`src/rtl/slt_pkg.sv`:
```
`timescale 1ns / 1ps
// Shared types and constants for the shell line tokenizer.
// No dependencies; imported by the channel interfaces, the top level and the checker.
package slt_pkg;

    localparam int MAX_CAPACITY = 4096;
    localparam int MIN_CAPACITY = 5;
    localparam int CAP_W        = 13;
    localparam int COUNT_W      = 12;
    localparam int BYTE_W       = 8;
    localparam int KIND_W       = 2;
    localparam int STATUS_W     = 2;

    localparam logic [CAP_W-1:0]   CAP_RESET = CAP_W'(64);
    localparam logic [CAP_W-1:0]   CAP_MIN   = CAP_W'(MIN_CAPACITY);
    localparam logic [CAP_W-1:0]   CAP_MAX   = CAP_W'(MAX_CAPACITY);
    localparam logic [COUNT_W-1:0] COUNT_SAT = '1;

    localparam logic [BYTE_W-1:0] CHAR_SPACE = 8'h20;
    localparam logic [BYTE_W-1:0] CHAR_QUOTE = 8'h22;
    localparam logic [BYTE_W-1:0] CHAR_NUL   = 8'h00;

    // Scanner state, one-hot
    typedef enum logic [5:0] {
        MODE_START  = 6'b000001,
        MODE_GAP    = 6'b000010,
        MODE_PLAIN  = 6'b000100,
        MODE_QUOTED = 6'b001000,
        MODE_QMARK  = 6'b010000,
        MODE_SKIP   = 6'b100000
    } mode_t;

    typedef enum logic [KIND_W-1:0] {
        KIND_CHAR  = 2'd0,
        KIND_END   = 2'd1,
        KIND_LINE  = 2'd2
    } kind_t;

    typedef enum logic [STATUS_W-1:0] {
        ST_OK       = 2'd0,
        ST_EMPTY    = 2'd1,
        ST_OVERFLOW = 2'd2,
        ST_BADQUOTE = 2'd3
    } status_t;

    function automatic logic [CAP_W-1:0] clamp_cap(input logic [CAP_W-1:0] value);
        logic [CAP_W-1:0] c;
        c = value;
        if (c < CAP_MIN)
        begin
            c = CAP_MIN;
        end
        if (c > CAP_MAX)
        begin
            c = CAP_MAX;
        end
        return c;
    endfunction

endpackage

```
`src/rtl/slt_line_if.sv`:
```
`timescale 1ns / 1ps
// Input channel: one command line byte per transfer.
// Depends on slt_pkg.
interface slt_line_if;
    import slt_pkg::*;

    logic              valid;
    logic              ready;
    logic [BYTE_W-1:0] line_byte;

    modport source (output valid, output line_byte, input ready);
    modport sink   (input valid, input line_byte, output ready);
endinterface

```
`src/rtl/slt_item_if.sv`:
```
`timescale 1ns / 1ps
// Output channel: token bytes, token ends and line status items.
// Depends on slt_pkg.
interface slt_item_if;
    import slt_pkg::*;

    logic                valid;
    logic                ready;
    logic [KIND_W-1:0]   item_kind;
    logic [BYTE_W-1:0]   token_byte;
    logic [STATUS_W-1:0] line_status;
    logic [COUNT_W-1:0]  token_total;

    modport source (output valid, output item_kind, output token_byte,
                    output line_status, output token_total, input ready);
    modport sink   (input valid, input item_kind, input token_byte,
                    input line_status, input token_total, output ready);
endinterface

```
`src/rtl/shell_line_tokenizer.sv`:
```
`timescale 1ns / 1ps
// Shell line tokenizer top level: input register, scanner logic, output register.
// Depends on slt_pkg, slt_line_if, slt_item_if.
//
//  Channel   Dir  Handshake          Payload
//  line_ch   in   valid/ready        line_byte[7:0]
//  item_ch   out  valid/ready        item_kind[1:0] token_byte[7:0] line_status[1:0]
//                                    token_total[11:0]
//  cfg       in   cfg_wr_en          cfg_wr_data[12:0] (buffer capacity)
//
// One byte per cycle unless the output stalls; results are registered at the output.
// Scanner state (mode, bytes used, token count) feeds back through combinational logic.
// rst_n clears the line state, capacity returns to 64; no clearing pass.
// A stalled output holds its item while the input register takes one more byte;
// the input stalls only when both registers are full.
module shell_line_tokenizer (
    input  logic                      clk,
    input  logic                      rst_n,
    slt_line_if.sink                  line_ch,
    slt_item_if.source                item_ch,
    input  logic                      cfg_wr_en,
    input  logic [slt_pkg::CAP_W-1:0] cfg_wr_data
);
    import slt_pkg::*;

    logic [CAP_W-1:0]    cap_reg;
    logic                byte_valid_reg;
    logic [BYTE_W-1:0]   byte_reg;
    mode_t               mode_reg, mode_next;
    logic [CAP_W-1:0]    used_reg, used_next;
    logic [COUNT_W-1:0]  tokens_reg, tokens_next;
    status_t             err_reg, err_next;

    logic                out_valid_reg;
    logic [KIND_W-1:0]   kind_reg, kind_next;
    logic [BYTE_W-1:0]   tbyte_reg, tbyte_next;
    logic [STATUS_W-1:0] status_reg, status_next;
    logic [COUNT_W-1:0]  total_reg, total_next;
    logic                res_valid;

    logic                scan_fire;
    logic                has_room;
    logic                start_room;
    logic [COUNT_W-1:0]  tokens_inc;

    assign scan_fire     = byte_valid_reg && (!out_valid_reg || item_ch.ready);
    assign line_ch.ready = !byte_valid_reg || scan_fire;

    assign has_room   = ({1'b0, used_reg} + (CAP_W+1)'(1)) < {1'b0, cap_reg};
    assign start_room = used_reg < cap_reg;
    assign tokens_inc = (tokens_reg == COUNT_SAT) ? tokens_reg : tokens_reg + COUNT_W'(1);

    always_comb
    begin
        mode_next   = mode_reg;
        used_next   = used_reg;
        tokens_next = tokens_reg;
        err_next    = err_reg;
        res_valid   = 1'b0;
        kind_next   = KIND_CHAR;
        tbyte_next  = CHAR_NUL;
        status_next = ST_OK;
        total_next  = '0;

        if (byte_reg < CHAR_SPACE)
        begin
            // line end: report and reset line state
            res_valid   = 1'b1;
            kind_next   = KIND_LINE;
            total_next  = tokens_reg;
            mode_next   = MODE_START;
            used_next   = '0;
            tokens_next = '0;
            err_next    = ST_OK;
            case (mode_reg)
                MODE_START:  status_next = ST_EMPTY;
                MODE_GAP:    status_next = ST_OK;
                MODE_PLAIN,
                MODE_QMARK:
                begin
                    status_next = ST_OK;
                    total_next  = tokens_inc;
                end
                MODE_QUOTED: status_next = ST_BADQUOTE;
                default:     status_next = err_reg;
            endcase
        end
        else
        begin
            case (mode_reg)
                MODE_START,
                MODE_GAP:
                begin
                    if (byte_reg != CHAR_SPACE)
                    begin
                        if (!start_room)
                        begin
                            err_next  = ST_OVERFLOW;
                            mode_next = MODE_SKIP;
                        end
                        else if (byte_reg == CHAR_QUOTE)
                        begin
                            mode_next = MODE_QUOTED;
                        end
                        else if (!has_room)
                        begin
                            err_next  = ST_OVERFLOW;
                            mode_next = MODE_SKIP;
                        end
                        else
                        begin
                            res_valid  = 1'b1;
                            tbyte_next = byte_reg;
                            used_next  = used_reg + CAP_W'(1);
                            mode_next  = MODE_PLAIN;
                        end
                    end
                end
                MODE_PLAIN:
                begin
                    if (byte_reg == CHAR_SPACE)
                    begin
                        res_valid   = 1'b1;
                        kind_next   = KIND_END;
                        used_next   = used_reg + CAP_W'(1);
                        tokens_next = tokens_inc;
                        mode_next   = MODE_GAP;
                    end
                    else if (!has_room)
                    begin
                        err_next  = ST_OVERFLOW;
                        mode_next = MODE_SKIP;
                    end
                    else
                    begin
                        res_valid  = 1'b1;
                        tbyte_next = byte_reg;
                        used_next  = used_reg + CAP_W'(1);
                    end
                end
                MODE_QUOTED:
                begin
                    if (byte_reg == CHAR_QUOTE)
                    begin
                        mode_next = MODE_QMARK;
                    end
                    else if (!has_room)
                    begin
                        err_next  = ST_BADQUOTE;
                        mode_next = MODE_SKIP;
                    end
                    else
                    begin
                        res_valid  = 1'b1;
                        tbyte_next = byte_reg;
                        used_next  = used_reg + CAP_W'(1);
                    end
                end
                MODE_QMARK:
                begin
                    if (byte_reg == CHAR_QUOTE)
                    begin
                        // doubled quote is a literal quote
                        if (!has_room)
                        begin
                            err_next  = ST_BADQUOTE;
                            mode_next = MODE_SKIP;
                        end
                        else
                        begin
                            res_valid  = 1'b1;
                            tbyte_next = byte_reg;
                            used_next  = used_reg + CAP_W'(1);
                            mode_next  = MODE_QUOTED;
                        end
                    end
                    else if (byte_reg == CHAR_SPACE)
                    begin
                        res_valid   = 1'b1;
                        kind_next   = KIND_END;
                        used_next   = used_reg + CAP_W'(1);
                        tokens_next = tokens_inc;
                        mode_next   = MODE_GAP;
                    end
                    else
                    begin
                        err_next  = ST_BADQUOTE;
                        mode_next = MODE_SKIP;
                    end
                end
                default:
                begin
                    mode_next = MODE_SKIP;
                end
            endcase
        end
    end

    always_ff @(posedge clk or negedge rst_n)
    begin
        if (!rst_n)
        begin
            cap_reg        <= CAP_RESET;
            byte_valid_reg <= 1'b0;
            mode_reg       <= MODE_START;
            used_reg       <= '0;
            tokens_reg     <= '0;
            err_reg        <= ST_OK;
            out_valid_reg  <= 1'b0;
        end
        else
        begin
            if (cfg_wr_en)
            begin
                cap_reg <= clamp_cap(cfg_wr_data);
            end
            if (line_ch.ready)
            begin
                byte_valid_reg <= line_ch.valid;
            end
            if (scan_fire)
            begin
                mode_reg   <= mode_next;
                used_reg   <= used_next;
                tokens_reg <= tokens_next;
                err_reg    <= err_next;
            end
            if (scan_fire && res_valid)
            begin
                out_valid_reg <= 1'b1;
            end
            else if (item_ch.ready)
            begin
                out_valid_reg <= 1'b0;
            end
        end
    end

    // payload registers, no reset
    always_ff @(posedge clk)
    begin
        if (line_ch.ready && line_ch.valid)
        begin
            byte_reg <= line_ch.line_byte;
        end
        if (scan_fire && res_valid)
        begin
            kind_reg   <= kind_next;
            tbyte_reg  <= tbyte_next;
            status_reg <= status_next;
            total_reg  <= total_next;
        end
    end

    assign item_ch.valid       = out_valid_reg;
    assign item_ch.item_kind   = kind_reg;
    assign item_ch.token_byte  = tbyte_reg;
    assign item_ch.line_status = status_reg;
    assign item_ch.token_total = total_reg;

endmodule

```
`src/flat_wrapper.sv`:
```
// flat-port wrapper written by rule: the top's interface ports become plain ports
module shell_line_tokenizer_flat import slt_pkg::*;
  (clk, rst_n, cfg_wr_en, cfg_wr_data, line_ch_valid, line_ch_line_byte, line_ch_ready, item_ch_valid, item_ch_item_kind, item_ch_token_byte, item_ch_line_status, item_ch_token_total, item_ch_ready);
  slt_line_if line_ch_i ();
  slt_item_if item_ch_i ();
  input  logic clk;
  input  logic rst_n;
  input  logic cfg_wr_en;
  input  logic [slt_pkg::CAP_W-1:0] cfg_wr_data;
  input wire logic [$bits(line_ch_i.valid)-1:0] line_ch_valid;
  input wire logic [$bits(line_ch_i.line_byte)-1:0] line_ch_line_byte;
  output wire logic [$bits(line_ch_i.ready)-1:0] line_ch_ready;
  output wire logic [$bits(item_ch_i.valid)-1:0] item_ch_valid;
  output wire logic [$bits(item_ch_i.item_kind)-1:0] item_ch_item_kind;
  output wire logic [$bits(item_ch_i.token_byte)-1:0] item_ch_token_byte;
  output wire logic [$bits(item_ch_i.line_status)-1:0] item_ch_line_status;
  output wire logic [$bits(item_ch_i.token_total)-1:0] item_ch_token_total;
  input wire logic [$bits(item_ch_i.ready)-1:0] item_ch_ready;
  assign line_ch_i.valid = line_ch_valid;
  assign line_ch_i.line_byte = line_ch_line_byte;
  assign line_ch_ready = line_ch_i.ready;
  assign item_ch_valid = item_ch_i.valid;
  assign item_ch_item_kind = item_ch_i.item_kind;
  assign item_ch_token_byte = item_ch_i.token_byte;
  assign item_ch_line_status = item_ch_i.line_status;
  assign item_ch_token_total = item_ch_i.token_total;
  assign item_ch_i.ready = item_ch_ready;
  shell_line_tokenizer u_core (.clk(clk), .rst_n(rst_n), .line_ch(line_ch_i), .item_ch(item_ch_i), .cfg_wr_en(cfg_wr_en), .cfg_wr_data(cfg_wr_data));
endmodule
```
`config.mk`:
```
export PLATFORM = sky130hd
export DESIGN_NAME = shell_line_tokenizer_flat
export DESIGN_NICKNAME = d
export VERILOG_FILES = /design/src/rtl/slt_pkg.sv /design/src/rtl/slt_line_if.sv /design/src/rtl/slt_item_if.sv /design/src/rtl/shell_line_tokenizer.sv /design/src/flat_wrapper.sv
export SDC_FILE = /design/constraint.sdc
export NUM_CORES = 1
export LEC_CHECK = 0
export BUFFER_PORTS_ARGS = -buffer_cell sky130_fd_sc_hd__clkbuf_2
export CAP_MARGIN = 20
export CORE_ASPECT_RATIO = 1.5
export CORE_MARGIN = 1
export CORE_UTILIZATION = 63
export CTS_BUF_LIST = sky130_fd_sc_hd__clkbuf_8 sky130_fd_sc_hd__clkbuf_16
export CTS_CLUSTER_SIZE = 25
export DETAILED_ROUTE_END_ITERATION = 6
export HOLD_SLACK_MARGIN = 0.05
export PLACE_DENSITY = 0.92
export REMOVE_ABC_BUFFERS = 1
export SLEW_MARGIN = 25
export SYNTH_ARGS = -nofsm -noshare
export SYNTH_HDL_FRONTEND = slang
export SYNTH_SLANG_ARGS = --single-unit
export TNS_END_PERCENT = 10
```
`constraint.sdc`:
```
create_clock -name clk -period 6.5 [get_ports clk]
set_input_delay 0.325 -clock clk [delete_from_list [all_inputs] [get_ports clk]]
set_output_delay 0.325 -clock clk [all_outputs]
set_load 0.01 [all_outputs]
```
# Word-level counts from Yosys, hierarchy flattened
# Index checks and enable logic that the tools add are counted.
# totals
out_inout_bits,26
word_cells,117
inputBits,26
ff_bits,80
# classes
muxes,63
n_reduce_logical,17
n_eq_ne,17
n_lt_le_gt_ge,5
addsub,3
# ops
operator,n
two-way mux 13 bit,11
two-way mux 6 bit,11
two-way mux 12 bit,5
case mux 13 bit (4 select lines),1
two-way mux 8 bit,6
case mux 8 bit (4 select lines),1
case mux 12 bit (2 select lines),1
case mux 6 bit (4 select lines),1
two-way mux 2 bit,11
"== test 8 x 6 -> 1 bit, second input constant",2
"adder 13 x 1 -> 14 bit, second input constant",1
< comparator 14 x 13 -> 1 bit,1
"adder 13 x 1 -> 13 bit, second input constant",1
"> comparator 13 bit, second input constant",1
< comparator 13 bit,1
"< comparator 13 x 3 -> 1 bit, second input constant",1
"adder 12 x 1 -> 12 bit, second input constant",1
"== test 12 bit, second input constant",1
two-way mux 1 bit,11
"!= test 3 x 2 -> 1 bit, second input constant",3
"< comparator 8 x 6 -> 1 bit, second input constant",1
"!= test 8 x 6 -> 1 bit, second input constant",1
case mux 2 bit (4 select lines),1
AND reduction 7 bit,1
23 further kinds,29

# Logic depth before layout (Yosys ltp)
# Gate-level depths: netlist of run 1.
# depth
ltp_word,10
ltp_mapped,16
depth_no_buf,14

# Worst setup path before layout of run 1
# Ideal clock, no wire load.
# synth_path
path_type,register to register
start,register u_core.used_reg[2]
end,register u_core.kind_reg[0] (netlist: u_core.item_ch.item_kind[0]) (enable)
arrival_ns,4.003
stages_incl_launch_ff,17
synth_period_minus_slack_ns,4.382
slack_ns,2.118
n_path_buf,2
setup_time_ns,0.379
path_cell_list,dfrtp_1 nand4_1 or2_2 nor2_1 nand3_1 nor2_1 xor2_1 ha_1 a21oi_1 a21boi_0 or4_1 or2_1 buf_6 or2_4 o41a_4 buf_6 inv_1
# synth_between
elab_chain_cells,9
# synth_rtl
element,line_no,rtl
start: declaration,shell_line_tokenizer.sv:30,"logic [CAP_W-1:0] used_reg, used_next;"
start signal: assignment,shell_line_tokenizer.sv:224,used_reg <= used_next;
adder 13 x 1 -> 14 bit,shell_line_tokenizer.sv:49,"assign has_room = ({1'b0, used_reg} + (CAP_W+1)'(1)) < {1'b0, cap_reg};"
< comparator 14 x 13 -> 1 bit,shell_line_tokenizer.sv:49,
two-way mux 1 bit,--,
two-way mux 1 bit,shell_line_tokenizer.sv:101,else if (byte_reg == CHAR_QUOTE)
two-way mux 1 bit,shell_line_tokenizer.sv:96,if (!start_room)
two-way mux 1 bit,shell_line_tokenizer.sv:94,if (byte_reg != CHAR_SPACE)
case mux 1 bit (4 select lines) (*),shell_line_tokenizer.sv:90,case (mode_reg)
two-way mux 1 bit (*),shell_line_tokenizer.sv:65,if (byte_reg < CHAR_SPACE)
logical AND 1 bit (*),shell_line_tokenizer.sv:246,if (scan_fire && res_valid)
end signal: assignment,shell_line_tokenizer.sv:248,kind_reg <= kind_next;
end: declaration,shell_line_tokenizer.sv:35,"logic [KIND_W-1:0] kind_reg, kind_next;"
# Every way passes the cells marked *; elsewhere a longest branch is shown, timed or not.
# A chain may end at the register's enable or synchronous reset.

# Worst setup path in the final report of run 1
# layout_path
start,register u_core.used_reg[2]
end,register u_core.tbyte_reg[5] (netlist: u_core.item_ch.token_byte[5]) (enable)
# layout_between
elab_chain_cells,9
# layout_rtl
element,line_no,rtl
adder 13 x 1 -> 14 bit,shell_line_tokenizer.sv:49,
< comparator 14 x 13 -> 1 bit,shell_line_tokenizer.sv:49,
two-way mux 1 bit,--,
two-way mux 1 bit,shell_line_tokenizer.sv:101,
two-way mux 1 bit,shell_line_tokenizer.sv:96,
two-way mux 1 bit,shell_line_tokenizer.sv:94,
case mux 1 bit (4 select lines) (*),shell_line_tokenizer.sv:90,
two-way mux 1 bit (*),shell_line_tokenizer.sv:65,
logical AND 1 bit (*),shell_line_tokenizer.sv:246,
end signal: assignment,shell_line_tokenizer.sv:249,tbyte_reg <= tbyte_next;
end: declaration,shell_line_tokenizer.sv:36,"logic [BYTE_W-1:0] tbyte_reg, tbyte_next;"
# Marks and branches as above.

==> flow_metrics.py, run 1 <==
metrics = {
    "grt": {
        "track_usage_pct": 30.7,
        "gr-total-overflow": 0,
        "antenna_found_initial": 0,
        "grt_max_degree": 49,
        "grt_pass1_wl_um": 17500,
        "grt_pass1_vias": 3700,
    },
    "critical_path": {
        "critPathLaunchType": "flip-flop",
        "critPathTopFamily": "simple AND/OR/NAND/NOR gates",
        "cp_cell_sequence": "nand4_1 -> or2_2 -> nor2_1 -> nand3_1 -> nor2_1 -> xor2_1 -> ha_1 -> a21oi_1 -> a21boi_0 -> or4_1 -> or2_1 -> or2_4 -> o41a_4 -> inv_1",
        "critPathMostFrequentCell": "nor2_1",
        "cp_max_fo": 24,
        "required_ns": 6.50,
        "worstSetupPathType": "reg2reg",
        "cp.arrival_ns": 4.90,
        "crit_path_end_kind": "flip-flop",
        "max_stage_delay_ns": 0.71,
        "cp_num_buf_inv": 1,
        "slowest_stage": "inv_1",
    },
    "timing": {
        "finalHoldViolations": 0,
        "tns_ns": 0,
        "skew_ns": 0.00833,
        "period_needed_ns": 4.90,
        "relSlewSlack_pct": 38.1,
        "fmax_mhz": 204,
        "whs_ns": 0.0226,
        "finalCritPeriodShare_pct": 75.3,
        "rsz0062_at_grt": "no",
        "slew_violations": 0,
        "tightest_slew_ns": 0.928,
        "final-setup-viol-count": 0,
    },
    "clock_tree": {
        "worst_skew_pair.late_latency_ns": 0.37,
        "cts_buffers": 9,
        "cts_tree": "yes",
        "cts_hold_buf": 0,
        "post-cts-setup-buffers": 0,
        "root_buffer": "clkbuf_8",
        "cts.htree.levels": 3,
        "cts.sinks": 80,
        "clockBufferDepth": 2,
        "clkTransAtPathRegs_ns": 0.08,
        "ctsResizeCount": 0,
    },
    "floorplan": {
        "core_um2": 6940,
        "die_w_um": 71.6,
        "dieArea_um2": 7610,
        "start_util_pct": 65.9,
        "rows": 37,
        "die_y_um": 106,
        "num_io_pins": 52,
    },
    "yosys": {
        "synth_area_leaders": "dfrtp_1, edfxtp_1, ha_1",
        "async_flop_share_pct": 60.0,
        "synth_edf_count": 32,
        "yosysWarnings": 0,
        "yosysSeqAreaShare_pct": 47.3,
        "ys_ff_latch": 80,
        "synthFlopType": "dfrtp_1",
        "ys_top_cells_by_count": "nand2_1, dfrtp_1, a21oi_1",
        "netlist_area_um2": 4570,
        "netlist_instances": 476,
        "synth_top_area_share_pct": 25.2,
        "synth_area_leader_cell": "dfrtp_1",
        "synth.most_common_cell": "nand2_1",
        "synth_cell_types": 54,
        "syn_area_per_cell_um2": 9.61,
    },
    "pwr": {
        "pwr-share-seq_pct": 51.1,
        "ir_worst_vdd_mv": 0.237,
        "power_switching_uw": 281,
        "power.leakage_uw": 0.00225,
        "pwr-share-comb_pct": 10.8,
        "p_int_uw": 821,
        "swShare_pct": 25.5,
        "power.density_nw_per_um2": 216,
        "p_clk_share_pct": 38.2,
    },
    "layout": {
        "diodes": 0,
        "drive_gt1_share_pct": 17.1,
        "syn2layout_area_growth_pct": 11.6,
        "nets": 579,
        "fillers": 511,
    },
    "drt": {
        "wire_per_inst_um": 17.7,
        "wl_um": 10800,
        "viasPerCell": 6.35,
        "vias": 3873,
        "drc": 0,
        "ant_nets": 0,
        "drt_iter0_markers": 406,
        "drtPass1Iterations": 7,
    },
    "place": {
        "port_buffers": 51,
        "gp_congestion": 0.948,
        "dpl.hpwl_um": 7970,
    },
    "job": {
        "max_cap_viol_count": 0,
    },
    "status": {
        "outcome": "completed",
    },
    "worst_hold_path": {
        "hold_path_class": "in2async",
    },
}
worst paths after layout:
check                                          startpoint  depth (start not counted)  slack, ns                                    endpoint
max reg2reg                u_core.used_reg[2]$_DFFE_PN0P_                         14       1.60  u_core.item_ch.token_byte[5]$_SDFFCE_PP0P_
min                                                 rst_n                          2       0.02              u_core.mode_reg[5]$_DFFE_PN0P_
min reg2reg                 u_core.cap_reg[0]$_DFFE_PN0P_                          2       0.52               u_core.cap_reg[0]$_DFFE_PN0P_
max                        u_core.used_reg[2]$_DFFE_PN0P_                         14       1.60  u_core.item_ch.token_byte[5]$_SDFFCE_PP0P_
max in group asynchronous                           rst_n                          2       6.04           u_core.byte_valid_reg$_DFFE_PN0N_
min in group clk                     line_ch_line_byte[3]                          1       0.12                u_core.byte_reg[3]$_DFFE_PP_
worst register-to-register path, delay by kind of cell, from the launching register on:
family | cells | cell delay, ns
flip-flops | 1 | 0.44
AO/OA/AOI/OAI | 3 | 0.75
AND/OR/NAND/NOR | 8 | 2.08
adder cells (fa/ha/maj) | 1 | 0.30
XOR/XNOR | 1 | 0.22
buffers and inverters | 1 | 0.71
kinds of logic (layout without fill, tap and decap cells):
logic type / count (synthesis) / in the layout / share of synthesized area [%]
buffers and inverters: 39 / 95 / 3.53
AO/OA/AOI/OAI: 118 / 118 / 16.7
flip-flops: 80 / 80 / 47.3
AND/OR/NAND/NOR: 192 / 192 / 21.1
XOR/XNOR: 17 / 17 / 3.25
multiplexers: 4 / 4 / 0.957
adder cells (fa/ha/maj): 26 / 26 / 7.11
power by group through the flow:
stage	logic [uW]	clock network, uW	registers (uW)
detailed placement	118	0	573
global route	132	441	566
global placement	114	0	572
CTS	118	424	563
finish	119	421	563
floorplan	69.9	0	572
stage by stage:
step / utilization (%) / std cells / worst slack [ns] / cell area (um2) / power (uW)
floorplan: - / 463 / 2.24 / 4510 / 642
global placement: 70.3 / 594 / 1.79 / 4880 / 686
detailed placement: 70.3 / 594 / 1.63 / 4880 / 691
CTS: 73.5 / 610 / 1.63 / 5110 / 1100
global route: 73.5 / 610 / 1.33 / 5110 / 1140
finish: 73.5 / 610 / 1.60 / 5110 / 1100
cells in the final DEF, fill, tap and decap left out, types with 25 or more instances in the layout:
cell / synthesis / routed
a21oi_1: 35 / 35
clkbuf_2: 0 / 51
dfrtp_1: 46 / 46
edfxtp_1: 32 / 32
ha_1: 26 / 26
inv_1: 25 / 25
nand2_1: 62 / 62
nor2_1: 32 / 32
o21ai_0: 34 / 34
routing by layer:
layer | vias up | GRT usage, % | share of wire (%)
li1 | 1837 | - | -
met1 | 1842 | 33.8 | 38
met2 | 163 | 55.3 | 54
met3 | 31 | 6.35 | 5.2
met4 | 0 | 14.8 | 3.4
met5 | - | 0 | 0
area by class of cell:
| class | instances | area, um2 | area share, % |
|---|---|---|---|
| Multi-Input combinational cell | 357 | 2250 | 44.0 |
| Sequential cell | 80 | 2160 | 42.4 |
| Timing Repair Buffer | 53 | 270 | 5.29 |
| Clock buffer | 10 | 138 | 2.70 |
| Inverter | 26 | 97.6 | 1.91 |
| Tap cell | 78 | 97.6 | 1.91 |
| Clock inverter | 6 | 90.1 | 1.76 |
Note: power is estimated with default switching activity, not from simulation.
==> run 2, diff against run 1 <==
Settings changed: CORE_UTILIZATION 63 to 53, PLACE_DENSITY 0.92 to 0.83.
Clock period 6.5 ns to 4.4 ns, I/O delays scaled along.
==> flow_metrics.py, run 2 (same netlist as run 1, synthesis figures left out) <==
metrics = {
    "drt": {
        "wire_per_inst_um": 16.3,
        "drt_iter0_markers": 283,
        "drc": 0,
        "wl_um": 10500,
        "vias": 3944,
        "viasPerCell": 6.12,
        "drtPass1Iterations": 5,
        "ant_nets": 0,
    },
    "timing": {
        "final-setup-viol-count": 0,
        "relSlewSlack_pct": 41.6,
        "slew_violations": 0,
        "tightest_slew_ns": 0.873,
        "finalHoldViolations": 0,
        "skew_ns": 0.00523,
        "tns_ns": 0,
        "fmax_mhz": 238,
        "rsz0062_at_grt": "no",
        "finalCritPeriodShare_pct": 95.3,
        "period_needed_ns": 4.19,
        "setup_ws_ns": 0.205,
    },
    "critical_path": {
        "crit_path_end_kind": "flip-flop",
        "critPathLaunchType": "flip-flop",
        "cp_max_fo": 24,
        "cp.arrival_ns": 4.23,
        "worstSetupPathType": "reg2reg",
        "reg2reg_from": "u_core.used_reg[1]$_DFFE_PN0P_",
        "r2r_cells": 15,
        "r2r-end": "u_core.item_ch.token_total[9]$_SDFFCE_PN0P_",
        "r2r_slack_ns": 0.21,
        "required_ns": 4.44,
    },
    "grt": {
        "track_usage_pct": 24.7,
        "grt_max_degree": 49,
        "grt_pass1_wl_um": 17100,
        "grt_pass1_vias": 3759,
        "antenna_found_initial": 0,
        "gr-total-overflow": 0,
    },
    "floorplan": {
        "dieArea_um2": 9010,
        "num_io_pins": 52,
        "rows": 41,
        "die_w_um": 77.9,
        "start_util_pct": 54.4,
        "core_um2": 8410,
        "die_y_um": 116,
    },
    "layout": {
        "finalNonFillerCells": 644,
        "layout_common_cells": "nand2_1, clkbuf_2, dfrtp_1",
        "fin_util_pct": 62.5,
        "fin_area_um2": 5260,
        "syn2layout_area_growth_pct": 14.9,
        "drive_gt1_share_pct": 17.5,
        "diodes": 0,
        "nets": 584,
        "fillers": 718,
        "final_common_cell": "nand2_1",
    },
    "clock_tree": {
        "root_buffer": "clkbuf_16",
        "worst_skew_pair.late_latency_ns": 0.33,
        "cts_tree": "yes",
        "cts.htree.levels": 3,
        "clockBufferDepth": 2,
        "cts_buffers": 9,
        "clkTransAtPathRegs_ns": 0.06,
        "cts.sinks": 80,
    },
    "worst_hold_path": {
        "hold_end": "u_core.byte_reg[6]$_DFFE_PP_",
        "hp-start": "line_ch_line_byte[6]",
        "hold_path_class": "in2reg",
        "hold-path-cell-count": 1,
    },
    "status": {
        "outcome": "completed",
    },
    "place": {
        "dp_cells": 626,
        "port_buffers": 51,
        "dpl.hpwl_um": 7750,
        "placed_area_um2": 4950,
        "gp_congestion": 0.904,
        "pre_cts_ws_ns": 0.186,
    },
    "pwr": {
        "power.density_nw_per_um2": 329,
        "power.leakage_uw": 0.00230,
        "ir_worst_vdd_mv": 0.288,
    },
    "job": {
        "max_cap_viol_count": 0,
    },
}
## run 2: cell count changes in the layout (fill, tap and decap cells not counted), moves of 3 or more
| cell | delta |
|---|---|
| buf_4 | +3 |
| clkbuf_16 | +9 |
| clkbuf_8 | -10 |
| dfrtp_1 | -3 |
| dfrtp_2 | +3 |
| inv_1 | +3 |
## run 2: worst max path at each step
stage	from	to	depth (start not counted)
after floorplan	u_core.used_reg[2]$_DFFE_PN0P_	u_core.item_ch.item_kind[0]$_SDFFCE_PP0P_	14
after global placement	u_core.used_reg[2]$_DFFE_PN0P_	u_core.item_ch.token_total[1]$_SDFFCE_PN0P_	15
after detailed placement	u_core.used_reg[2]$_DFFE_PN0P_	u_core.item_ch.token_total[1]$_SDFFCE_PN0P_	15
after CTS	u_core.used_reg[0]$_DFFE_PN0P_	u_core.item_ch.line_status[1]$_SDFFCE_PN0P_	15
after global routing	u_core.used_reg[1]$_DFFE_PN0P_	u_core.item_ch.line_status[1]$_SDFFCE_PN0P_	15
final	u_core.used_reg[1]$_DFFE_PN0P_	u_core.item_ch.token_total[9]$_SDFFCE_PN0P_	15
## run 2: layout make-up
class	instances	area, um2	area share [%]
Sequential cell	80	2170	41.3
Clock buffer	9	225	4.28
Tap cell	107	134	2.55
Inverter	26	97.6	1.86
Timing Repair Buffer	58	323	6.14
Multi-Input combinational cell	357	2250	42.8
Clock inverter	7	60.1	1.14
## run 2: power by group
part / internal [uW] / switching (uW) / leakage, uW
combinational: 70.6 / 108 / 0.00125
sequential: 811 / 22.4 / 0.000913
clock: 431 / 285 / 0.000143
## run 2: per-stage QoR
step	total power, uW	hold WS [ns]
floorplan	948	-0.0756
CTS	1740	0.0540
detailed placement	1030	0.360
finish	1730	0.0603
global route	1790	0.0571
global placement	1010	0.353
## run 2: metal layers
metal	vias up	GRT usage, %	wire length [um]
met2	170	45.7	5560
met5	-	0	0
met3	44	4.72	529
li1	1841	-	-
met4	0	13.7	459
met1	1889	26.4	3930
## run 2: worst max-delay path: stages (launching register included)
cell	delay (ns)
dfrtp_1	0.41
nand4_1	0.16
or2_2	0.31
nor2_1	0.18
nand3_1	0.15
nor2_1	0.17
xor2_1	0.21
ha_1	0.28
a21oi_1	0.12
a21boi_0	0.10
or4_1	0.50
or2_1	0.24
or2_4	0.28
o41a_4	0.48
inv_1	0.11
buf_12	0.19
## run 2: repair_timing
action	in CTS	in global routing
setup buffers	0	1
setup endpoints to repair	0	24
endpoints found under the hold margin	46	0
gates resized for setup	0	3
hold buffers	1	0
